File: src/rtl/assert_macros.svh
`ifndef ASSERT_MACROS_SVH
`define ASSERT_MACROS_SVH

// Same-cycle implication, sampled on clk, off while rst_n is low
`define ASSERT_SAME(label, ante, cons, msg) \
    label: assert property (@(posedge clk) disable iff (!rst_n) (ante) |-> (cons)) \
        else $error(msg);

// Next-cycle implication, sampled on clk, off while rst_n is low
`define ASSERT_NEXT(label, ante, cons, msg) \
    label: assert property (@(posedge clk) disable iff (!rst_n) (ante) |=> (cons)) \
        else $error(msg);

`endif

File: src/rtl/tbcc_pkg.sv
`timescale 1ns / 1ps

package tbcc_pkg;

    localparam int TIME_W   = 32;
    localparam int LEVEL_W  = 16;
    localparam int STEP_W   = 8;
    localparam int HOLD_W   = 7;
    localparam int WIN_W    = 16;
    localparam int EVENT_W  = 2;
    localparam int CFG_IDX_W  = 3;
    localparam int CFG_DATA_W = 16;

    // Register indexes on the configuration port
    localparam logic [CFG_IDX_W-1:0] REG_LEVEL_FLOOR      = 3'd0;
    localparam logic [CFG_IDX_W-1:0] REG_LEVEL_RELOAD     = 3'd1;
    localparam logic [CFG_IDX_W-1:0] REG_ACCEPT_THRESHOLD = 3'd2;
    localparam logic [CFG_IDX_W-1:0] REG_HOLD_STEP_MS     = 3'd3;
    localparam logic [CFG_IDX_W-1:0] REG_HOLD_COUNT_LIMIT = 3'd4;
    localparam logic [CFG_IDX_W-1:0] REG_WINDOW_MS        = 3'd5;

    // Reset values of the registers
    localparam logic [LEVEL_W-1:0] RST_LEVEL_FLOOR      = 16'd0;
    localparam logic [LEVEL_W-1:0] RST_LEVEL_RELOAD     = 16'd0;
    localparam logic [LEVEL_W-1:0] RST_ACCEPT_THRESHOLD = 16'd4000;
    localparam logic [STEP_W-1:0]  RST_HOLD_STEP_MS     = 8'd5;
    localparam logic [HOLD_W-1:0]  RST_HOLD_COUNT_LIMIT = 7'd65;
    localparam logic [WIN_W-1:0]   RST_WINDOW_MS        = 16'd350;

    // Button status, also the reported event code
    typedef logic [EVENT_W-1:0] status_t;
    localparam status_t ST_NONE   = 2'd0;
    localparam status_t ST_CLICK  = 2'd1;
    localparam status_t ST_DOUBLE = 2'd2;
    localparam status_t ST_LONG   = 2'd3;

    typedef struct packed {
        logic [LEVEL_W-1:0] level_floor;
        logic [LEVEL_W-1:0] level_reload;
        logic [LEVEL_W-1:0] accept_threshold;
        logic [STEP_W-1:0]  hold_step_ms;
        logic [HOLD_W-1:0]  hold_count_limit;
        logic [WIN_W-1:0]   window_ms;
    } cfg_t;

endpackage

File: src/rtl/tbcc_poll_if.sv
`timescale 1ns / 1ps

interface tbcc_poll_if;
    import tbcc_pkg::*;

    logic              valid;
    logic              ready;
    logic [TIME_W-1:0] now_ms;
    logic              red_pin;
    logic              green_pin;
    logic              red_edge;
    logic              green_edge;

    modport source (
        output valid, now_ms, red_pin, green_pin, red_edge, green_edge,
        input  ready
    );
    modport sink (
        input  valid, now_ms, red_pin, green_pin, red_edge, green_edge,
        output ready
    );
endinterface

File: src/rtl/tbcc_result_if.sv
`timescale 1ns / 1ps

interface tbcc_result_if;
    import tbcc_pkg::*;

    logic          valid;
    logic          ready;
    status_t       red_event;
    status_t       green_event;

    modport source (output valid, red_event, green_event, input ready);
    modport sink (input valid, red_event, green_event, output ready);
endinterface

File: src/rtl/tbcc_button.sv
`timescale 1ns / 1ps

module tbcc_button (
    input  logic                          clk,
    input  logic                          rst_n,
    input  logic                          commit,
    input  tbcc_pkg::cfg_t                cfg,
    input  logic [tbcc_pkg::TIME_W-1:0]   now_ms,
    input  logic                          own_pin,
    input  logic                          any_low,
    input  logic                          edge_flag,
    input  logic [tbcc_pkg::LEVEL_W-1:0]  level_in,
    output logic [tbcc_pkg::LEVEL_W-1:0]  level_out,
    output tbcc_pkg::status_t             event_code
);
    import tbcc_pkg::*;

    localparam logic [LEVEL_W-1:0] LEVEL_MAX = '1;
    localparam logic [HOLD_W-1:0]  HOLD_MAX  = '1;

    logic              pending_reg, pending_next;
    logic              window_reg, window_next;
    status_t           status_reg, status_next;
    logic [HOLD_W-1:0] hold_reg, hold_next;
    logic [TIME_W-1:0] start_reg, start_next;

    logic                      pend;
    logic [LEVEL_W-1:0]        stepped;
    logic                      accepted;
    logic                      win_a;
    status_t                   status_a;
    logic [TIME_W-1:0]         start_a;
    logic [TIME_W-1:0]         elapsed;
    logic [STEP_W+HOLD_W-1:0]  hold_ms;
    logic [HOLD_W-1:0]         hold_b;
    status_t                   status_b;

    // One debounce step on the shared level: up when any pin is low, down to the floor
    always_comb
    begin
        if (any_low)
            stepped = (level_in == LEVEL_MAX) ? level_in : level_in + 1'b1;
        else
        begin
            stepped = (level_in != '0) ? level_in - 1'b1 : level_in;
            if (stepped <= cfg.level_floor)
                stepped = cfg.level_floor;
        end
    end

    // Accept the press at threshold; only a pending button steps the level
    always_comb
    begin
        pend     = pending_reg | edge_flag;
        accepted = pend && (stepped >= cfg.accept_threshold);
        if (!pend)
            level_out = level_in;
        else if (accepted)
            level_out = cfg.level_reload;
        else
            level_out = stepped;
    end

    // Open the window or mark a double click
    always_comb
    begin
        win_a    = window_reg;
        status_a = status_reg;
        start_a  = start_reg;
        if (accepted)
        begin
            if (!window_reg)
            begin
                win_a    = 1'b1;
                status_a = ST_CLICK;
                start_a  = now_ms;
            end
            else
                status_a = ST_DOUBLE;
        end
    end

    // Count hold steps and promote to long press
    always_comb
    begin
        elapsed  = now_ms - start_a;
        hold_ms  = cfg.hold_step_ms * hold_reg;
        hold_b   = hold_reg;
        status_b = status_a;
        if ((elapsed > TIME_W'(hold_ms)) && (status_a == ST_CLICK))
        begin
            if (!own_pin && (hold_reg != HOLD_MAX))
                hold_b = hold_reg + 1'b1;
            if (hold_b >= cfg.hold_count_limit)
                status_b = ST_LONG;
        end
    end

    // Report when the window runs out and clear the button
    always_comb
    begin
        pending_next = pend && !accepted;
        start_next   = start_a;
        window_next  = win_a;
        status_next  = status_b;
        hold_next    = hold_b;
        event_code   = ST_NONE;
        if ((elapsed > TIME_W'(cfg.window_ms)) && win_a)
        begin
            event_code  = status_b;
            window_next = 1'b0;
            status_next = ST_NONE;
            hold_next   = '0;
        end
    end

    // Commit the button state once per poll
    always_ff @(posedge clk or negedge rst_n)
    begin
        if (!rst_n)
        begin
            pending_reg <= 1'b0;
            window_reg  <= 1'b0;
            status_reg  <= ST_NONE;
            hold_reg    <= '0;
            start_reg   <= '0;
        end
        else if (commit)
        begin
            pending_reg <= pending_next;
            window_reg  <= window_next;
            status_reg  <= status_next;
            hold_reg    <= hold_next;
            start_reg   <= start_next;
        end
    end

endmodule

File: src/rtl/two_button_click_classifier.sv
`timescale 1ns / 1ps
`include "assert_macros.svh"

// Classifies red and green button presses as click, double click or long press from
// periodic polls. One poll word is taken every clock cycle unless the result side
// stalls; the input register loads it at the accepting edge and the result register
// when it commits. The per-poll work is the chained red-then-green debounce step and
// the window and hold compares, which update the button state registers at commit,
// so throughput is one poll per cycle whenever the result side is ready. The user
// must write configuration through the plain write port only while no poll is in
// flight; the block does not check it. Indexes beyond the register list are ignored.
module two_button_click_classifier (
    input  logic                              clk,
    input  logic                              rst_n,
    input  logic                              cfg_we,
    input  logic [tbcc_pkg::CFG_IDX_W-1:0]    cfg_index,
    input  logic [tbcc_pkg::CFG_DATA_W-1:0]   cfg_data,
    tbcc_poll_if.sink                         poll,
    tbcc_result_if.source                     result
);
    import tbcc_pkg::*;

    cfg_t               cfg_reg;
    logic               s1_valid_reg;
    logic [TIME_W-1:0]  now_reg;
    logic               red_pin_reg, green_pin_reg, red_edge_reg, green_edge_reg;
    logic [LEVEL_W-1:0] level_reg;
    logic               out_valid_reg;
    status_t            red_event_reg, green_event_reg;

    logic               advance;
    logic               commit;
    logic               any_low;
    logic [LEVEL_W-1:0] level_mid, level_next;
    status_t            red_ev, green_ev;

    // Advance when the result register is free or being drained
    assign advance    = !out_valid_reg || result.ready;
    assign commit     = s1_valid_reg && advance;
    assign poll.ready = !s1_valid_reg || advance;
    assign any_low    = !red_pin_reg || !green_pin_reg;

    // Write configuration registers
    always_ff @(posedge clk or negedge rst_n)
    begin
        if (!rst_n)
        begin
            cfg_reg.level_floor      <= RST_LEVEL_FLOOR;
            cfg_reg.level_reload     <= RST_LEVEL_RELOAD;
            cfg_reg.accept_threshold <= RST_ACCEPT_THRESHOLD;
            cfg_reg.hold_step_ms     <= RST_HOLD_STEP_MS;
            cfg_reg.hold_count_limit <= RST_HOLD_COUNT_LIMIT;
            cfg_reg.window_ms        <= RST_WINDOW_MS;
        end
        else if (cfg_we)
        begin
            case (cfg_index)
                REG_LEVEL_FLOOR:      cfg_reg.level_floor      <= cfg_data;
                REG_LEVEL_RELOAD:     cfg_reg.level_reload     <= cfg_data;
                REG_ACCEPT_THRESHOLD: cfg_reg.accept_threshold <= cfg_data;
                REG_HOLD_STEP_MS:     cfg_reg.hold_step_ms     <= cfg_data[STEP_W-1:0];
                REG_HOLD_COUNT_LIMIT: cfg_reg.hold_count_limit <= cfg_data[HOLD_W-1:0];
                REG_WINDOW_MS:        cfg_reg.window_ms        <= cfg_data[WIN_W-1:0];
                default: ;
            endcase
        end
    end

    // Input register control
    always_ff @(posedge clk or negedge rst_n)
    begin
        if (!rst_n)
            s1_valid_reg <= 1'b0;
        else if (poll.ready)
            s1_valid_reg <= poll.valid;
    end

    // Input register payload
    always_ff @(posedge clk)
    begin
        if (poll.valid && poll.ready)
        begin
            now_reg        <= poll.now_ms;
            red_pin_reg    <= poll.red_pin;
            green_pin_reg  <= poll.green_pin;
            red_edge_reg   <= poll.red_edge;
            green_edge_reg <= poll.green_edge;
        end
    end

    // Red goes first and hands the debounce level on to green
    tbcc_button u_red (
        .clk        (clk),
        .rst_n      (rst_n),
        .commit     (commit),
        .cfg        (cfg_reg),
        .now_ms     (now_reg),
        .own_pin    (red_pin_reg),
        .any_low    (any_low),
        .edge_flag  (red_edge_reg),
        .level_in   (level_reg),
        .level_out  (level_mid),
        .event_code (red_ev)
    );

    tbcc_button u_green (
        .clk        (clk),
        .rst_n      (rst_n),
        .commit     (commit),
        .cfg        (cfg_reg),
        .now_ms     (now_reg),
        .own_pin    (green_pin_reg),
        .any_low    (any_low),
        .edge_flag  (green_edge_reg),
        .level_in   (level_mid),
        .level_out  (level_next),
        .event_code (green_ev)
    );

    // Shared debounce level
    always_ff @(posedge clk or negedge rst_n)
    begin
        if (!rst_n)
            level_reg <= '0;
        else if (commit)
            level_reg <= level_next;
    end

    // Result register control
    always_ff @(posedge clk or negedge rst_n)
    begin
        if (!rst_n)
            out_valid_reg <= 1'b0;
        else if (advance)
            out_valid_reg <= s1_valid_reg;
    end

    // Result register payload
    always_ff @(posedge clk)
    begin
        if (commit)
        begin
            red_event_reg   <= red_ev;
            green_event_reg <= green_ev;
        end
    end

    assign result.valid       = out_valid_reg;
    assign result.red_event   = red_event_reg;
    assign result.green_event = green_event_reg;

    `ASSERT_NEXT(a_poll_loads_stage, poll.valid && poll.ready, s1_valid_reg,
        "accepted poll did not reach the input register")
    `ASSERT_NEXT(a_commit_gives_result, commit, result.valid,
        "committed poll produced no result word")
    `ASSERT_SAME(a_stall_only_when_full, !poll.ready,
        s1_valid_reg && result.valid && !result.ready,
        "poll side stalled while a stage was free")

endmodule

File: src/flat_wrapper.sv
// flat-port wrapper written by rule: the top's interface ports become plain ports
module two_button_click_classifier_flat import tbcc_pkg::*;
  (clk, rst_n, cfg_we, cfg_index, cfg_data, poll_valid, poll_now_ms, poll_red_pin, poll_green_pin, poll_red_edge, poll_green_edge, poll_ready, result_valid, result_red_event, result_green_event, result_ready);
  tbcc_poll_if poll_i ();
  tbcc_result_if result_i ();
  input  logic clk;
  input  logic rst_n;
  input  logic cfg_we;
  input  logic [tbcc_pkg::CFG_IDX_W-1:0] cfg_index;
  input  logic [tbcc_pkg::CFG_DATA_W-1:0] cfg_data;
  input wire logic [$bits(poll_i.valid)-1:0] poll_valid;
  input wire logic [$bits(poll_i.now_ms)-1:0] poll_now_ms;
  input wire logic [$bits(poll_i.red_pin)-1:0] poll_red_pin;
  input wire logic [$bits(poll_i.green_pin)-1:0] poll_green_pin;
  input wire logic [$bits(poll_i.red_edge)-1:0] poll_red_edge;
  input wire logic [$bits(poll_i.green_edge)-1:0] poll_green_edge;
  output wire logic [$bits(poll_i.ready)-1:0] poll_ready;
  output wire logic [$bits(result_i.valid)-1:0] result_valid;
  output wire logic [$bits(result_i.red_event)-1:0] result_red_event;
  output wire logic [$bits(result_i.green_event)-1:0] result_green_event;
  input wire logic [$bits(result_i.ready)-1:0] result_ready;
  assign poll_i.valid = poll_valid;
  assign poll_i.now_ms = poll_now_ms;
  assign poll_i.red_pin = poll_red_pin;
  assign poll_i.green_pin = poll_green_pin;
  assign poll_i.red_edge = poll_red_edge;
  assign poll_i.green_edge = poll_green_edge;
  assign poll_ready = poll_i.ready;
  assign result_valid = result_i.valid;
  assign result_red_event = result_i.red_event;
  assign result_green_event = result_i.green_event;
  assign result_i.ready = result_ready;
  two_button_click_classifier u_core (.clk(clk), .rst_n(rst_n), .cfg_we(cfg_we), .cfg_index(cfg_index), .cfg_data(cfg_data), .poll(poll_i), .result(result_i));
endmodule
File: config.mk
export PLATFORM = sky130hd
export DESIGN_NAME = two_button_click_classifier_flat
export DESIGN_NICKNAME = d
export VERILOG_FILES = /design/src/rtl/tbcc_pkg.sv /design/src/rtl/tbcc_poll_if.sv /design/src/rtl/tbcc_result_if.sv /design/src/rtl/tbcc_button.sv /design/src/rtl/two_button_click_classifier.sv /design/src/flat_wrapper.sv
export VERILOG_INCLUDE_DIRS = /design/src /design/src/rtl
export SDC_FILE = /design/constraint.sdc
export NUM_CORES = 1
export LEC_CHECK = 0
export BUFFER_PORTS_ARGS = -buffer_cell sky130_fd_sc_hd__clkbuf_2
export CORE_ASPECT_RATIO = 1.5
export CORE_MARGIN = 2
export CORE_UTILIZATION = 50
export DETAILED_ROUTE_END_ITERATION = 10
export PLACE_DENSITY_LB_ADDON = 0.3
export SLEW_MARGIN = 10
export SYNTH_ARGS = -nofsm -noshare
export SYNTH_HDL_FRONTEND = slang
export SYNTH_HIERARCHICAL = 1
export SYNTH_SLANG_ARGS = --single-unit
File: constraint.sdc
create_clock -name clk -period 24.9 [get_ports clk]
set_clock_uncertainty 0.05 [all_clocks]
set_input_delay 4.98 -clock clk [delete_from_list [all_inputs] [get_ports clk]]
set_output_delay 4.98 -clock clk [all_outputs]
set_load 0.005 [all_outputs]
# Yosys cells after proc, flatten, opt, wreduce, memory -nomap -nowiden
# Cells that the tools add are included.
# W data, S select, Z words.
dict set report word_totals {
  reg_bits 223
  latchBits 0
  ram_bits 0
  romBits 0
  in_bits 60
  wordCells 131
  memories 0
}
dict set report op_classes {
  add_sub_neg 8
  mul 2
  n_div 0
  magnitude_cmp 10
  eq_ne 11
  shift 0
  n_mux 38
  n_bitwise 2
  reduce_logical 34
}
# op n
set op_table {}
lappend op_table {{$mux W16} 12}
lappend op_table {{$mux W32} 4}
lappend op_table {{$gt A32 B15 Y1} 2}
lappend op_table {{$gt A32 B16 Y1} 2}
lappend op_table {{$sub A32 B32 Y32} 2}
lappend op_table {{$mux W7} 8}
lappend op_table {{$add A16 B1 Y16 const B} 2}
lappend op_table {{$eq A16 B16 Y1 const B} 2}
lappend op_table {{$ge A16 B16 Y1} 2}
lappend op_table {{$le A16 B16 Y1} 2}
lappend op_table {{$reduce_bool A16 Y1} 2}
lappend op_table {{$sub A16 B1 Y16 const B} 2}
lappend op_table {{$mul A8 B7 Y15} 2}
lappend op_table {{$mux W2} 10}
lappend op_table {{$reduce_and A2 Y1} 8}
lappend op_table {{$add A7 B1 Y7 const B} 2}
lappend op_table {{$ge A7 B7 Y1} 2}
lappend op_table {{$ne A7 B7 Y1 const B} 2}
lappend op_table {{$logic_and A1 B1 Y1} 12}
lappend op_table {{$eq A3 B2 Y1 const B} 2}
lappend op_table {{$eq A3 B3 Y1 const B} 2}
lappend op_table {{$logic_not A1 Y1} 6}
lappend op_table {{$eq A2 B1 Y1 const B} 2}
lappend op_table {{$mux W1} 4}
lappend op_table {{5 further kinds} 9}

# Depth between registers and ports, before layout
# Gate-level depths: netlist (run 1).
dict set report logic_depth {
  ltp_word 25
  mapped_depth 86
}

# Modules after synthesis
# The synthesis (run 1) kept the hierarchy.
# mod n_inst cells_each area_per_inst_um2
set modules_own_cells {}
lappend modules_own_cells {{tbcc_button (u_core.u_green)} 1 1230 9366.5}
lappend modules_own_cells {{tbcc_button (u_core.u_red)} 1 1206 9247.6}
lappend modules_own_cells {two_button_click_classifier 1 256 5041.1}

# Least setup slack after synthesis (run 1)
# Ideal clock, no wire load.
dict set report synth_timing {
  path_type {reg-to-reg}
  from {reg u_core.level_reg[6]}
  to {reg u_core.green_event_reg[1], in the netlist u_core/result.green_event[1], data pin}
  setup_time_ns 0.254
  arrival_ns 17.056
  setup_slack_ns 7.541
  path_stages_with_launch 77
  n_path_buf 12
  synth_period_minus_slack_ns 17.359
  cell_sequence {dfrtp_1 > clkbuf_1 > or3_1 > or3_1 > nor2_1 > nand3_1 > nand2_1 > or2_2 > or3_1 > nand2_1 > ha_1 > a21o_1 > a21o_1 > a21o_1 > a21o_1 > a21o_1 > a21o_1 > a21oi_1 > (+41 left out) > a21boi_2 > clkbuf_1 > buf_1 > clkbuf_1 > mux2i_1 > ha_1 > clkbuf_1 > a21oi_1 > o221ai_1 > a221oi_1 > nor3_1 > or2_2 > a2111oi_0 > a211oi_1 > or4_1 > or4_4 > a31o_1 > nor2b_1}
}
dict set report synth_via {
  elab_chain_len 21
  word_cells_on_any_way 35
  classes_between {add/sub (5); order compare (6); eq/ne (3); mux (15); reduce/logical (6)}
}
# element line
set synth_rtl {}
lappend synth_rtl {{from (decl)} two_button_click_classifier.sv:27} ;# logic [LEVEL_W-1:0] level_reg;
lappend synth_rtl {{from (signal assigned)} two_button_click_classifier.sv:126} ;# level_reg <= level_next;
lappend synth_rtl {{$sub A16 B1 Y16 or $reduce_bool A16 Y1 (tied branches)} tbcc_button.sv:45} ;# stepped = (level_in != '0) ? level_in - 1'b1 : level_in;
lappend synth_rtl {{$mux W16} tbcc_button.sv:45}
lappend synth_rtl {{$le A16 B16 Y1} tbcc_button.sv:46} ;# if (stepped <= cfg.level_floor)
lappend synth_rtl {{$mux W16} tbcc_button.sv:46}
lappend synth_rtl {{$mux W16} tbcc_button.sv:41} ;# if (any_low)
lappend synth_rtl {{$ge A16 B16 Y1} tbcc_button.sv:55} ;# accepted = pend && (stepped >= cfg.accept_threshold);
lappend synth_rtl {{$logic_and A1 B1 Y1} tbcc_button.sv:55}
lappend synth_rtl {{$mux W16} tbcc_button.sv:58} ;# else if (accepted)
lappend synth_rtl {{(+1 left out)} n/a}
lappend synth_rtl {{named net u_core.level_mid[6]} two_button_click_classifier.sv:34} ;# logic [LEVEL_W-1:0] level_mid, level_next;
lappend synth_rtl {{(+4 left out)} n/a}
lappend synth_rtl {{$mux W16 *} tbcc_button.sv:41}
lappend synth_rtl {{$ge A16 B16 Y1 *} tbcc_button.sv:55}
lappend synth_rtl {{$logic_and A1 B1 Y1 *} tbcc_button.sv:55}
lappend synth_rtl {{$mux W32} tbcc_button.sv:70} ;# if (accepted)
lappend synth_rtl {{$sub A32 B32 Y32} tbcc_button.sv:86} ;# elapsed = now_ms - start_a;
lappend synth_rtl {{$gt A32 B15 Y1} tbcc_button.sv:90} ;# if ((elapsed > TIME_W'(hold_ms)) && (status_a == ST_CLICK))
lappend synth_rtl {{$logic_and A1 B1 Y1} tbcc_button.sv:90}
lappend synth_rtl {{$mux W2} tbcc_button.sv:90}
lappend synth_rtl {{to (signal assigned)} two_button_click_classifier.sv:144} ;# green_event_reg <= green_ev;
lappend synth_rtl {{to (decl)} two_button_click_classifier.sv:29} ;# status_t red_event_reg, green_event_reg;
# The timed path passes the listed nets; every way through them passes the cells marked *.
# A chain may end at the register's enable or synchronous reset.

# Final worst setup path (run 1)
dict set report layout_timing {
  from {reg u_core.level_reg[10]}
  to {reg u_core.u_green.hold_reg[0]}
}
dict set report layout_via {
  elab_chain_len 22
  word_cells_on_any_way 36
  classes_between {add/sub (5); order compare (6); eq/ne (3); mux (14); reduce/logical (8)}
}
# element line
set layout_rtl {}
lappend layout_rtl {{$sub A16 B1 Y16 or $reduce_bool A16 Y1 (tied branches)} tbcc_button.sv:45}
lappend layout_rtl {{$mux W16} tbcc_button.sv:45}
lappend layout_rtl {{$le A16 B16 Y1} tbcc_button.sv:46}
lappend layout_rtl {{$mux W16} tbcc_button.sv:46}
lappend layout_rtl {{$mux W16 *} tbcc_button.sv:41}
lappend layout_rtl {{$ge A16 B16 Y1} tbcc_button.sv:55}
lappend layout_rtl {{$logic_and A1 B1 Y1} tbcc_button.sv:55}
lappend layout_rtl {{$mux W16 *} tbcc_button.sv:58}
lappend layout_rtl {{(+1 left out)} n/a}
lappend layout_rtl {{named net u_core.level_mid[6]} two_button_click_classifier.sv:34}
lappend layout_rtl {{(+5 left out)} n/a}
lappend layout_rtl {{$ge A16 B16 Y1 *} tbcc_button.sv:55}
lappend layout_rtl {{$logic_and A1 B1 Y1 *} tbcc_button.sv:55}
lappend layout_rtl {{$mux W32} tbcc_button.sv:70}
lappend layout_rtl {{$sub A32 B32 Y32} tbcc_button.sv:86}
lappend layout_rtl {{$gt A32 B15 Y1 or $gt A32 B16 Y1 (tied branches)} {tbcc_button.sv:90, tbcc_button.sv:108}}
lappend layout_rtl {{$logic_and A1 B1 Y1, on equally long branches} {tbcc_button.sv:90, tbcc_button.sv:108}}
lappend layout_rtl {{$reduce_bool A2 Y1 (no line)} n/a}
lappend layout_rtl {{$reduce_and A2 Y1 (no line)} n/a}
lappend layout_rtl {{to (signal assigned)} tbcc_button.sv:133} ;# hold_reg <= hold_next;
lappend layout_rtl {{to (decl)} tbcc_button.sv:24} ;# logic [HOLD_W-1:0] hold_reg, hold_next;
# Marked as above.

==> impl_metrics.csv, run 1 <==
group,metric,value,unit
outcome,status,"completed",
sta,tightest_slew,1.22,ns
synth,synthCells,2692,
global_routing,grt_pass1_wl,115000,um
synth,ys.flop_type,"dfrtp_1",
worst_setup_path,cp-start-kind,"flip-flop",
cells_and_area,final_common_cell,"ha_1",
floorplan,initial_utilization,0.506,
worst_setup_path,cp_max_fo,33,
drt,drtAntennaViolNets,0,
worst_hold_path,hp-class,"reg2reg",
clock_network,cts_sinks,223,
floorplan,die_w,182,um
global_routing,gr-total-overflow,0,
cells_and_area,largest_reg_flops,79,
cells_and_area,final_util,0.539,
cells_and_area,final_cell_mix,"ha_1 (276), inv_1 (263), nand2_1 (262)",
placement,place.gp.congestion,1.02,
synth,synth.largest_area_cell,"dfrtp_1",
synth,ys_ff_latch,223,
clock_network,cts-root-buf,"clkbuf_16",
worst_setup_path,required,25.27,ns
cells_and_area,drive_above_1_share,0.130,
worst_setup_path,path_delay_family,"simple AND/OR/NAND/NOR gates",
synth,seq_area_frac_synth,0.245,
worst_setup_path,worstPathArrival,21.25,ns
floorplan,die_y,270,um
drt,drc,0,
job,cap_violations,0,
sta,max_freq,47.9,MHz
clock_network,clockBufferDepth,3,
sta,fin_tns_setup,0,ns
worst_setup_path,cp_num_buf_inv,3,
global_routing,antenna_found_initial,1,
sta,setup-violations-final,0,
clock_network,worstSkewPairLatency,0.55,ns
sta,hold_viol,0,
synth,synth_area_leaders,"dfrtp_1 (18%), ha_1 (15%), mux2_2 (6.0%)",
drt,wl,73900,um
synth,yosys.area.top_type_share,0.177,
sta,drv_slew,0,
floorplan,core_area,0.0467,mm^2
clock_network,cts_resized,0,
sta,fin_crit,20.88,ns
sta,rsz0062_at_grt,"no",
clock_network,cts_tree,"built",
worst_setup_path,critPathCaptureType,"flip-flop",
synth,synth_nets,3088,
synth,synth_edf_count,40,
clock_network,hold_buffers,0,
sta,min_period_over_period,0.838,
worst_setup_path,critical_path_class,"reg2reg",
drt,vias_per_cell,6.18,
worst_setup_path,cp_slowest_cell,"nor2_1",
synth,syn_area_per_cell,8.79,um^2
floorplan,dieArea,0.0491,mm^2
drt,wire_per_inst,22.4,um
synth,yosysWarnings,6,
synth,async_flop_share,0.821,
cells_and_area,syn2layout_area_growth,6.55,%
cells_and_area,final_nets,3087,
worst_setup_path,slowest_delay,1.05,ns
floorplan,rows,97,
drt,drt_iter0_drc,1230,
synth,synth_area,0.0237,mm^2
placement,hpwl,58700,um
drt,route.vias.total,20400,
worst_setup_path,crit_top_cell,"a21o_1",
clock_network,post-cts-setup-buffers,0,
clock_network,cts_buffers,25,
sta,relSlewSlack,0.188,
global_routing,groute.usage.overall,0.301,
drt,drtPass1Iterations,6,
synth,ys_types,110,
clock_network,clkTransAtPathRegs,0.06,ns
global_routing,grt_max_degree,113,
clock_network,htreeDepth,1,
global_routing,grt_pass1_vias,20900,
cells_and_area,fillers,4274,
placement,io_buffers,65,
floorplan,ios,66,
sta,whs,0.429,ns
==> path summary, 6_finish.rpt <==
path                                      startpoint                    endpoint  slack (ns)  depth (start not counted)
max                             u_core/level_reg[10]  u_core/u_green/hold_reg[0]        4.02                         76
min                        u_core/u_red/start_reg[1]   u_core/u_red/start_reg[1]        0.43                          2
max reg2reg                     u_core/level_reg[10]  u_core/u_green/hold_reg[0]        4.02                         76
min reg2reg                u_core/u_red/start_reg[1]   u_core/u_red/start_reg[1]        0.43                          2
max in group asynchronous                      rst_n          u_core/cfg_reg[76]       18.68                          2
min in group asynchronous                      rst_n   u_core/u_red/start_reg[0]        4.55                          1
==> cells by family after synthesis <==
| group | count (synthesis) | share of synthesized area |
|---|---|---|
| mux | 232 | 0.111 |
| compound gates | 615 | 0.173 |
| xor+xnor | 118 | 0.0437 |
| fa+ha+maj | 336 | 0.197 |
| simple gates | 790 | 0.167 |
| flops | 223 | 0.245 |
| buf+inv | 378 | 0.0632 |
==> metal layers <==
metal  vias to the layer above  global-route usage  wire (um)
met5                         -                   0          0
met4                         0               0.183       5010
met3                       238              0.0303       3420
met2                       711               0.542      37300
met1                      9910               0.340      28200
li1                       9561                   -          -
==> stage by stage <==
stage	setup WS [ns]	std cells	area [um^2]
5_1_grt	2.73	3303	25200
3_3_place_gp	4.90	3258	24400
4_1_cts	4.39	3303	25200
3_5_place_dp	4.51	3258	24400
6_report	4.02	3304	25200
2_1_floorplan	7.54	2692	23700
==> final cells by class <==
type,instances,area [um^2],area share
repair buffers,86,492,0.0195
multi-input cells,2091,16400,0.650
clock buffers,33,686,0.0272
well taps,594,743,0.0295
flip-flops and latches,223,5800,0.230
clock inverters,12,98.8,0.00392
inverters,264,991,0.0393
diodes,1,2.50,0.0000993
==> synthesized netlist by cell type (19+ instances only) <==
library cell,number
a21o_1,75
a21oi_1,151
and2_1,55
and3_1,22
clkbuf_1,82
dfrtp_1,167
edfxtp_1,40
fa_1,60
ha_1,276
inv_1,263
mux2_2,127
mux2_4,30
mux2i_1,75
nand2_1,263
nand2b_1,26
nand3_1,76
nand4_1,48
nor2_1,140
nor2b_1,32
nor3_1,39
o21a_1,19
o21ai_0,150
xnor2_1,77
xor2_1,41
==> worst min-delay path, cell delays in order (launching register included) <==
cell,delay (ns)
dfrtp_1,0.34
nand2_1,0.05
o21ai_0,0.06
Power of run 1 is left out: the tool's default activity adds up to more than one toggle a clock period on the data nets, which glitch-free logic cannot reach.
==> run 2, diff against run 1 <==
==> constraint.sdc (replaced) <==
create_clock -name clk -period 20.8 [get_ports clk]
set_clock_uncertainty 0.05 [all_clocks]
set_input_delay 4.16 -clock clk [delete_from_list [all_inputs] [get_ports clk]]
set_output_delay 4.16 -clock clk [all_outputs]
set_load 0.005 [all_outputs]
==> run 2 against run 1 <==
Compared with the run above:
- via count rose by 2.1%
- final cell count rose by 0.42%
- critical path depth rose by 3
- cell area rose by 0.80%
- non-clock buffer count rose by 12
- sequential share of layout area fell by 0.18 points
- first-iteration DRC count rose by 23%
- utilization rose by 0.43 points
- wire length rose by 4.3%
- maximum frequency rose by 6.0%
- hold slack improved by 0.012 ns
- register-to-register slack got worse by 2.9 ns
- highest routed layer unchanged
==> impl_metrics.csv, run 2 (synthesized netlist as in run 1, its figures left out) <==
group,metric,value,unit
outcome,status,"completed",
cells_and_area,final_common_cell,"ha_1",
cells_and_area,fillers,4259,
worst_setup_path,cp_max_fo,23,
worst_hold_path,hold_end,"u_core/u_green/start_reg[1]",
worst_setup_path,required,21.16,ns
sta,drv_slew,0,
drt,route.vias.total,20900,
drt,drt_iter0_drc,1514,
global_routing,grt_pass1_vias,21100,
floorplan,initial_utilization,0.506,
sta,rsz0062_at_grt,"no",
clock_network,htreeDepth,1,
floorplan,die_y,270,um
worst_hold_path,worstHoldStart,"u_core/u_green/start_reg[1]",
clock_network,cts_tree,"built",
worst_setup_path,rr_startpoint,"u_core/level_reg[5]",
clock_network,hold_buffers,0,
cells_and_area,drive_above_1_share,0.134,
global_routing,groute.usage.overall,0.313,
sta,hold_viol,0,
drt,wire_per_inst,23.2,um
placement,post-place-cells,3270,
global_routing,grt_max_degree,79,
global_routing,grt_pass1_wl,119000,um
drt,drtAntennaViolNets,0,
clock_network,post-cts-setup-buffers,0,
clock_network,worstSkewPairLatency,0.57,ns
floorplan,core_area,0.0467,mm^2
clock_network,clkTransAtPathRegs,0.06,ns
worst_setup_path,critical_path_class,"reg2reg",
clock_network,cts_resized,0,
clock_network,cts-root-buf,"clkbuf_16",
floorplan,ios,66,
worst_setup_path,ff2ff_setup_slack,1.10,ns
sta,fin_tns_setup,0,ns
floorplan,die_w,182,um
placement,place.gp.congestion,1.04,
worst_hold_path,hold_path_depth,2,
worst_setup_path,cp-start-kind,"flip-flop",
worst_setup_path,reg2reg_to,"u_core/u_green/hold_reg[0]",
floorplan,rows,97,
worst_setup_path,reg2reg_depth,79,
clock_network,cts_sinks,223,
worst_setup_path,slowest_delay,0.93,ns
clock_network,clockBufferDepth,3,
sta,setup-violations-final,0,
floorplan,dieArea,0.0491,mm^2
drt,drtPass1Iterations,7,
drt,drc,0,
sta,fin_crit,19.70,ns
cells_and_area,final_cell_mix,"ha_1 (276), inv_1 (263), nand2_1 (262)",
placement,io_buffers,65,
sta,tightest_slew,1.19,ns
sta,max_freq,50.8,MHz
cells_and_area,instances_no_fill,3318,
cells_and_area,syn2layout_area_growth,7.41,%
worst_setup_path,cp_slowest_cell,"a32o_1",
worst_setup_path,critPathCaptureType,"flip-flop",
worst_setup_path,cp_num_buf_inv,6,
worst_hold_path,hp-class,"reg2reg",
cells_and_area,diodes,0,
global_routing,antenna_found_initial,0,
worst_setup_path,path_delay_family,"compound AO/OA/AOI/OAI gates",
job,cap_violations,0,
placement,hpwl,61100,um
drt,vias_per_cell,6.29,
cells_and_area,largest_reg_flops,79,
worst_setup_path,worstPathArrival,20.06,ns
worst_setup_path,crit_top_cell,"a21o_1",
clock_network,cts_buffers,26,
sta,whs,0.441,ns
cells_and_area,final_nets,3100,
drt,wl,77100,um
sta,min_period_over_period,0.947,
global_routing,gr-total-overflow,0,
sta,relSlewSlack,0.208,
-- run 2: changes by cell type in the layout (fill, tap and decap cells not counted) --
cell and delta:
buf_4 +12, clkbuf_16 +3, clkinv_2 -3, bufinv_16 +2
clkbuf_1 +2, inv_8 -2, clkinv_1 -1, clkinv_4 +1
clkinvlp_4 +1, diode_2 -1, inv_4 +1, inv_6 -1
-- run 2: how the worst max path moves through the flow --
stage | start | to | slack (ns) | cells past startpoint
floorplan | u_core/level_reg[6] | u_core/result.green_event[1] | 3.44 | 76
global placement | u_core/level_reg[6] | u_core/result.green_event[1] | 2.05 | 76
detailed placement | u_core/level_reg[5] | u_core/result.green_event[1] | 1.61 | 74
CTS | u_core/level_reg[5] | u_core/result.green_event[1] | 1.52 | 74
global route | u_core/level_reg[4] | u_core/u_green/hold_reg[2] | 0.11 | 82
finish | u_core/level_reg[5] | u_core/u_green/hold_reg[0] | 1.10 | 79
-- run 2: cell type report --
cell class	instances	area (um^2)	share of cell area
inverter	264	991	0.0390
clock buffer	38	768	0.0302
clock inverter	10	131	0.00517
sequential	223	5800	0.228
tap	594	743	0.0293
multi-input combinational	2091	16400	0.645
timing repair buffer	98	582	0.0229
-- run 2: per-stage QoR --
step / instance area, um^2 / worst slack (ns) / utilization
after global placement: 24500 / 2.05 / 0.524
after global routing: 25400 / 0.112 / 0.544
after detailed placement: 24500 / 1.61 / 0.524
final: 25400 / 1.10 / 0.544
after floorplan: 23700 / 3.44 / -
after CTS: 25400 / 1.52 / 0.544
-- run 2: layer usage --
metal / vias up / part of all wire / wire (um) / track usage
met5: - / 0 / 0 / 0
met4: 0 / 0.080 / 6190 / 0.216
met3: 259 / 0.056 / 4290 / 0.0364
met2: 835 / 0.50 / 38200 / 0.556
met1: 10100 / 0.37 / 28400 / 0.348
li1: 9630 / - / - / -
-- run 2: worst reg2reg max path, delay by kind of cell, from the launching register on --
kind	cells	cell delay (ns)
fa+ha+maj	6	1.72
mux	1	0.28
simple gates	27	7.09
buf+inv	6	1.37
flops	1	0.49
xor+xnor	2	0.42
compound gates	37	8.16
Power of run 2 is left out for the same reason.
==> run 3, diff against run 2 <==
--- a/config.mk
+++ b/config.mk
@@ -6,6 +6,7 @@
 export SDC_FILE = /design/constraint.sdc
 export NUM_CORES = 1
 export LEC_CHECK = 0
+export ABC_AREA = 1
 export BUFFER_PORTS_ARGS = -buffer_cell sky130_fd_sc_hd__clkbuf_2
 export CORE_ASPECT_RATIO = 1.5
 export CORE_MARGIN = 2
==> run 3 against run 2 <==
Compared with the run above:
- global-route usage shrank 1.1 points
- register-to-register slack improved by 2.5 ns
- utilization rose by 0.094 points
- non-clock buffer count is 21 lower
- worst setup slack improved by 2.5 ns
- die area shrank 2.5%
- synthesized cell count grew 22%
- count of clock-buffer cells in the layout decreased by 5
- critical endpoint is now u_core/u_green/hold_reg[3]
- hold slack worse by 0.013 ns
==> impl_metrics.csv, run 3 <==
group,metric,value,unit
cells_and_area,drive_above_1_share,0.0698,
clock_network,cts_buffers,26,
cells_and_area,syn2layout_area_growth,7.80,%
worst_setup_path,critical_path_class,"reg2reg",
sta,max_freq,58.0,MHz
sta,tightest_slew,1.07,ns
sta,hold_viol,0,
sta,setup-violations-final,0,
pwr,p_leak,13.2,nW
drt,vias_per_cell,5.55,
floorplan,dieArea,0.0479,mm^2
floorplan,die_w,179,um
sta,rsz0062_at_grt,"no",
clock_network,cts_resized,0,
synth,synth_compound_area_frac,0.129,
clock_network,clockBufferDepth,3,
clock_network,cts_sinks,223,
global_routing,grt_pass1_wl,113000,um
placement,place.gp.congestion,1.00,
synth,syn_area_per_cell,7.04,um^2
cells_and_area,final_common_cell,"nand2_1",
cells_and_area,fillers,4566,
synth,async_flop_share,0.821,
worst_hold_path,hp-class,"reg2reg",
worst_setup_path,cp-start-kind,"flip-flop",
synth,ys.flop_type,"dfrtp_1",
global_routing,groute.usage.overall,0.302,
floorplan,die_y,267,um
clock_network,post-cts-setup-buffers,0,
cells_and_area,instances_no_fill,3911,
clock_network,cts-root-buf,"clkbuf_16",
cells_and_area,diodes,0,
sta,fin_tns_setup,0,ns
synth,synth-simple-area-share,0.268,
synth,yosysMostFrequentCell,"nand2_1",
clock_network,cts_tree,"built",
worst_setup_path,cp_slowest_cell,"nor2_1",
sta,setup_ws,3.57,ns
placement,io_buffers,65,
job,cap_violations,0,
floorplan,rows,96,
sta,fin_crit,17.23,ns
drt,route.vias.total,21700,
drt,drt_iter0_drc,1443,
placement,dp_slack,3.44,ns
worst_setup_path,slowest_delay,0.61,ns
worst_setup_path,crit_top_cell,"nand2_1",
clock_network,clkTransAtPathRegs,0.07,ns
global_routing,grt_pass1_vias,21400,
global_routing,gr-total-overflow,0,
placement,post-place-cells,3863,
synth,ys_ff_latch,223,
synth,synth_top_family_by_area,"simple AND/OR/NAND/NOR gates",
worst_setup_path,required,21.24,ns
clock_network,worstSkewPairLatency,0.59,ns
floorplan,initial_utilization,0.505,
drt,drc,0,
floorplan,ios,66,
cells_and_area,final_cell_mix,"nand2_1 (929), inv_1 (564), ha_1 (276)",
synth,synthCells,3276,
sta,drv_slew,0,
synth,yosys.area.top_type_share,0.181,
drt,drtAntennaViolNets,0,
sta,relSlewSlack,0.287,
pwr,powerDensity,179,mW/mm^2
synth,synth_common_cells,"nand2_1 (929), inv_1 (565), ha_1 (276)",
drt,wl,70900,um
global_routing,grt_max_degree,67,
synth,synth_nets,3672,
worst_setup_path,cp_max_fo,37,
pwr,peakVddDrop,112,uV
synth,synth_area,0.0231,mm^2
synth,synth_area_leaders,"dfrtp_1 (18%), nand2_1 (15%), ha_1 (15%)",
sta,whs,0.429,ns
worst_setup_path,critPathCaptureType,"flip-flop",
clock_network,htreeDepth,1,
floorplan,core_area,0.0456,mm^2
clock_network,hold_buffers,0,
synth,synthXorXnorAreaFrac,0.0403,
drt,wire_per_inst,18.1,um
drt,drtPass1Iterations,5,
synth,synthMuxAreaShare,0.00146,
outcome,status,"completed",
synth,synth_edf_count,40,
cells_and_area,largest_reg_flops,79,
sta,min_period_over_period,0.829,
synth,seq_area_frac_synth,0.252,
worst_setup_path,worstPathArrival,17.68,ns
global_routing,antenna_found_initial,1,
worst_setup_path,ff2ff_setup_slack,3.57,ns
cells_and_area,final_nets,3699,
placement,hpwl,56400,um
synth,synth.largest_area_cell,"dfrtp_1",
synth,ys_types,59,
synth,yosysWarnings,6,
synth,synth_fa_ha_area_frac,0.202,
## run 3: cell count changes after synthesis, moves of 48 or more
cell and change:
xnor2_1 -48, mux2i_1 -75, o21ai_0 +52, nand2_1 +666, and2_1 -53, inv_1 +302, mux2_2 -124, a21o_1 -69
nand3_1 +89
## run 3: routing by layer
| metal | wire, um | vias up | track usage | part of all wire |
|---|---|---|---|---|
| met3 | 4150 | 258 | 0.0386 | 0.058 |
| met1 | 26800 | 10000 | 0.343 | 0.38 |
| met4 | 5250 | 0 | 0.195 | 0.074 |
| met2 | 34800 | 752 | 0.527 | 0.49 |
| met5 | 0 | - | 0 | 0 |
| li1 | - | 10600 | - | - |
## run 3: logic make-up (layout without fill, tap and decap cells)
kind of cell,after synthesis,in the layout
AND/OR/NAND/NOR,1439,1439
buffers and inverters,657,704
AO/OA/AOI/OAI,512,512
adder cells (fa/ha/maj),336,336
flip-flops,223,223
XOR/XNOR,106,106
multiplexers,3,3
## run 3: final timing paths
| path | to | depth (start not counted) | from |
|---|---|---|---|
| hold reg to reg | u_core/cfg_reg[39] | 2 | u_core/cfg_reg[39] |
| min in group asynchronous | u_core/u_red/start_reg[4] | 1 | rst_n |
| setup / recovery | u_core/u_green/hold_reg[3] | 95 | u_core/level_reg[0] |
| setup reg to reg | u_core/u_green/hold_reg[3] | 95 | u_core/level_reg[0] |
| hold / removal | u_core/cfg_reg[39] | 2 | u_core/cfg_reg[39] |
| max in group asynchronous | u_core/u_red/status_reg[1] | 2 | rst_n |
## run 3: area by class of cell
| cell class | count | area [um^2] | share of cell area |
|---|---|---|---|
| Clock buffer | 33 | 728 | 0.0293 |
| Clock inverter | 15 | 223 | 0.00896 |
| Inverter | 579 | 2170 | 0.0874 |
| Multi-Input combinational cell | 2396 | 14800 | 0.594 |
| Sequential cell | 223 | 5800 | 0.233 |
| Tap cell | 588 | 736 | 0.0296 |
| Timing Repair Buffer | 77 | 424 | 0.0171 |
## run 3: power by group
| part | total (W) | internal, W | switching [W] |
|---|---|---|---|
| sequential | 0.000702 | 0.000568 | 0.000134 |
| clock | 0.000513 | 0.000302 | 0.000211 |
| combinational | 0.00323 | 0.00112 | 0.00211 |
## run 3: per-stage QoR
stage           util  total power (W)  cell area [um^2]
2_1_floorplan      -          0.00303             23100
3_3_place_gp   0.524          0.00384             23900
3_5_place_dp   0.524          0.00387             23900
4_1_cts        0.545          0.00440             24900
5_1_grt        0.545          0.00489             24900
6_report       0.545          0.00445             24900
## run 3: worst max-delay path: cells and delay by family (launching register included)
family | cells | cell delay, ns
compound gates | 13 | 3.00
xor+xnor | 3 | 0.60
fa+ha+maj | 8 | 2.37
buf+inv | 18 | 3.14
flops | 1 | 0.41
simple gates | 53 | 7.46
Power figures use the tool's default switching activity.
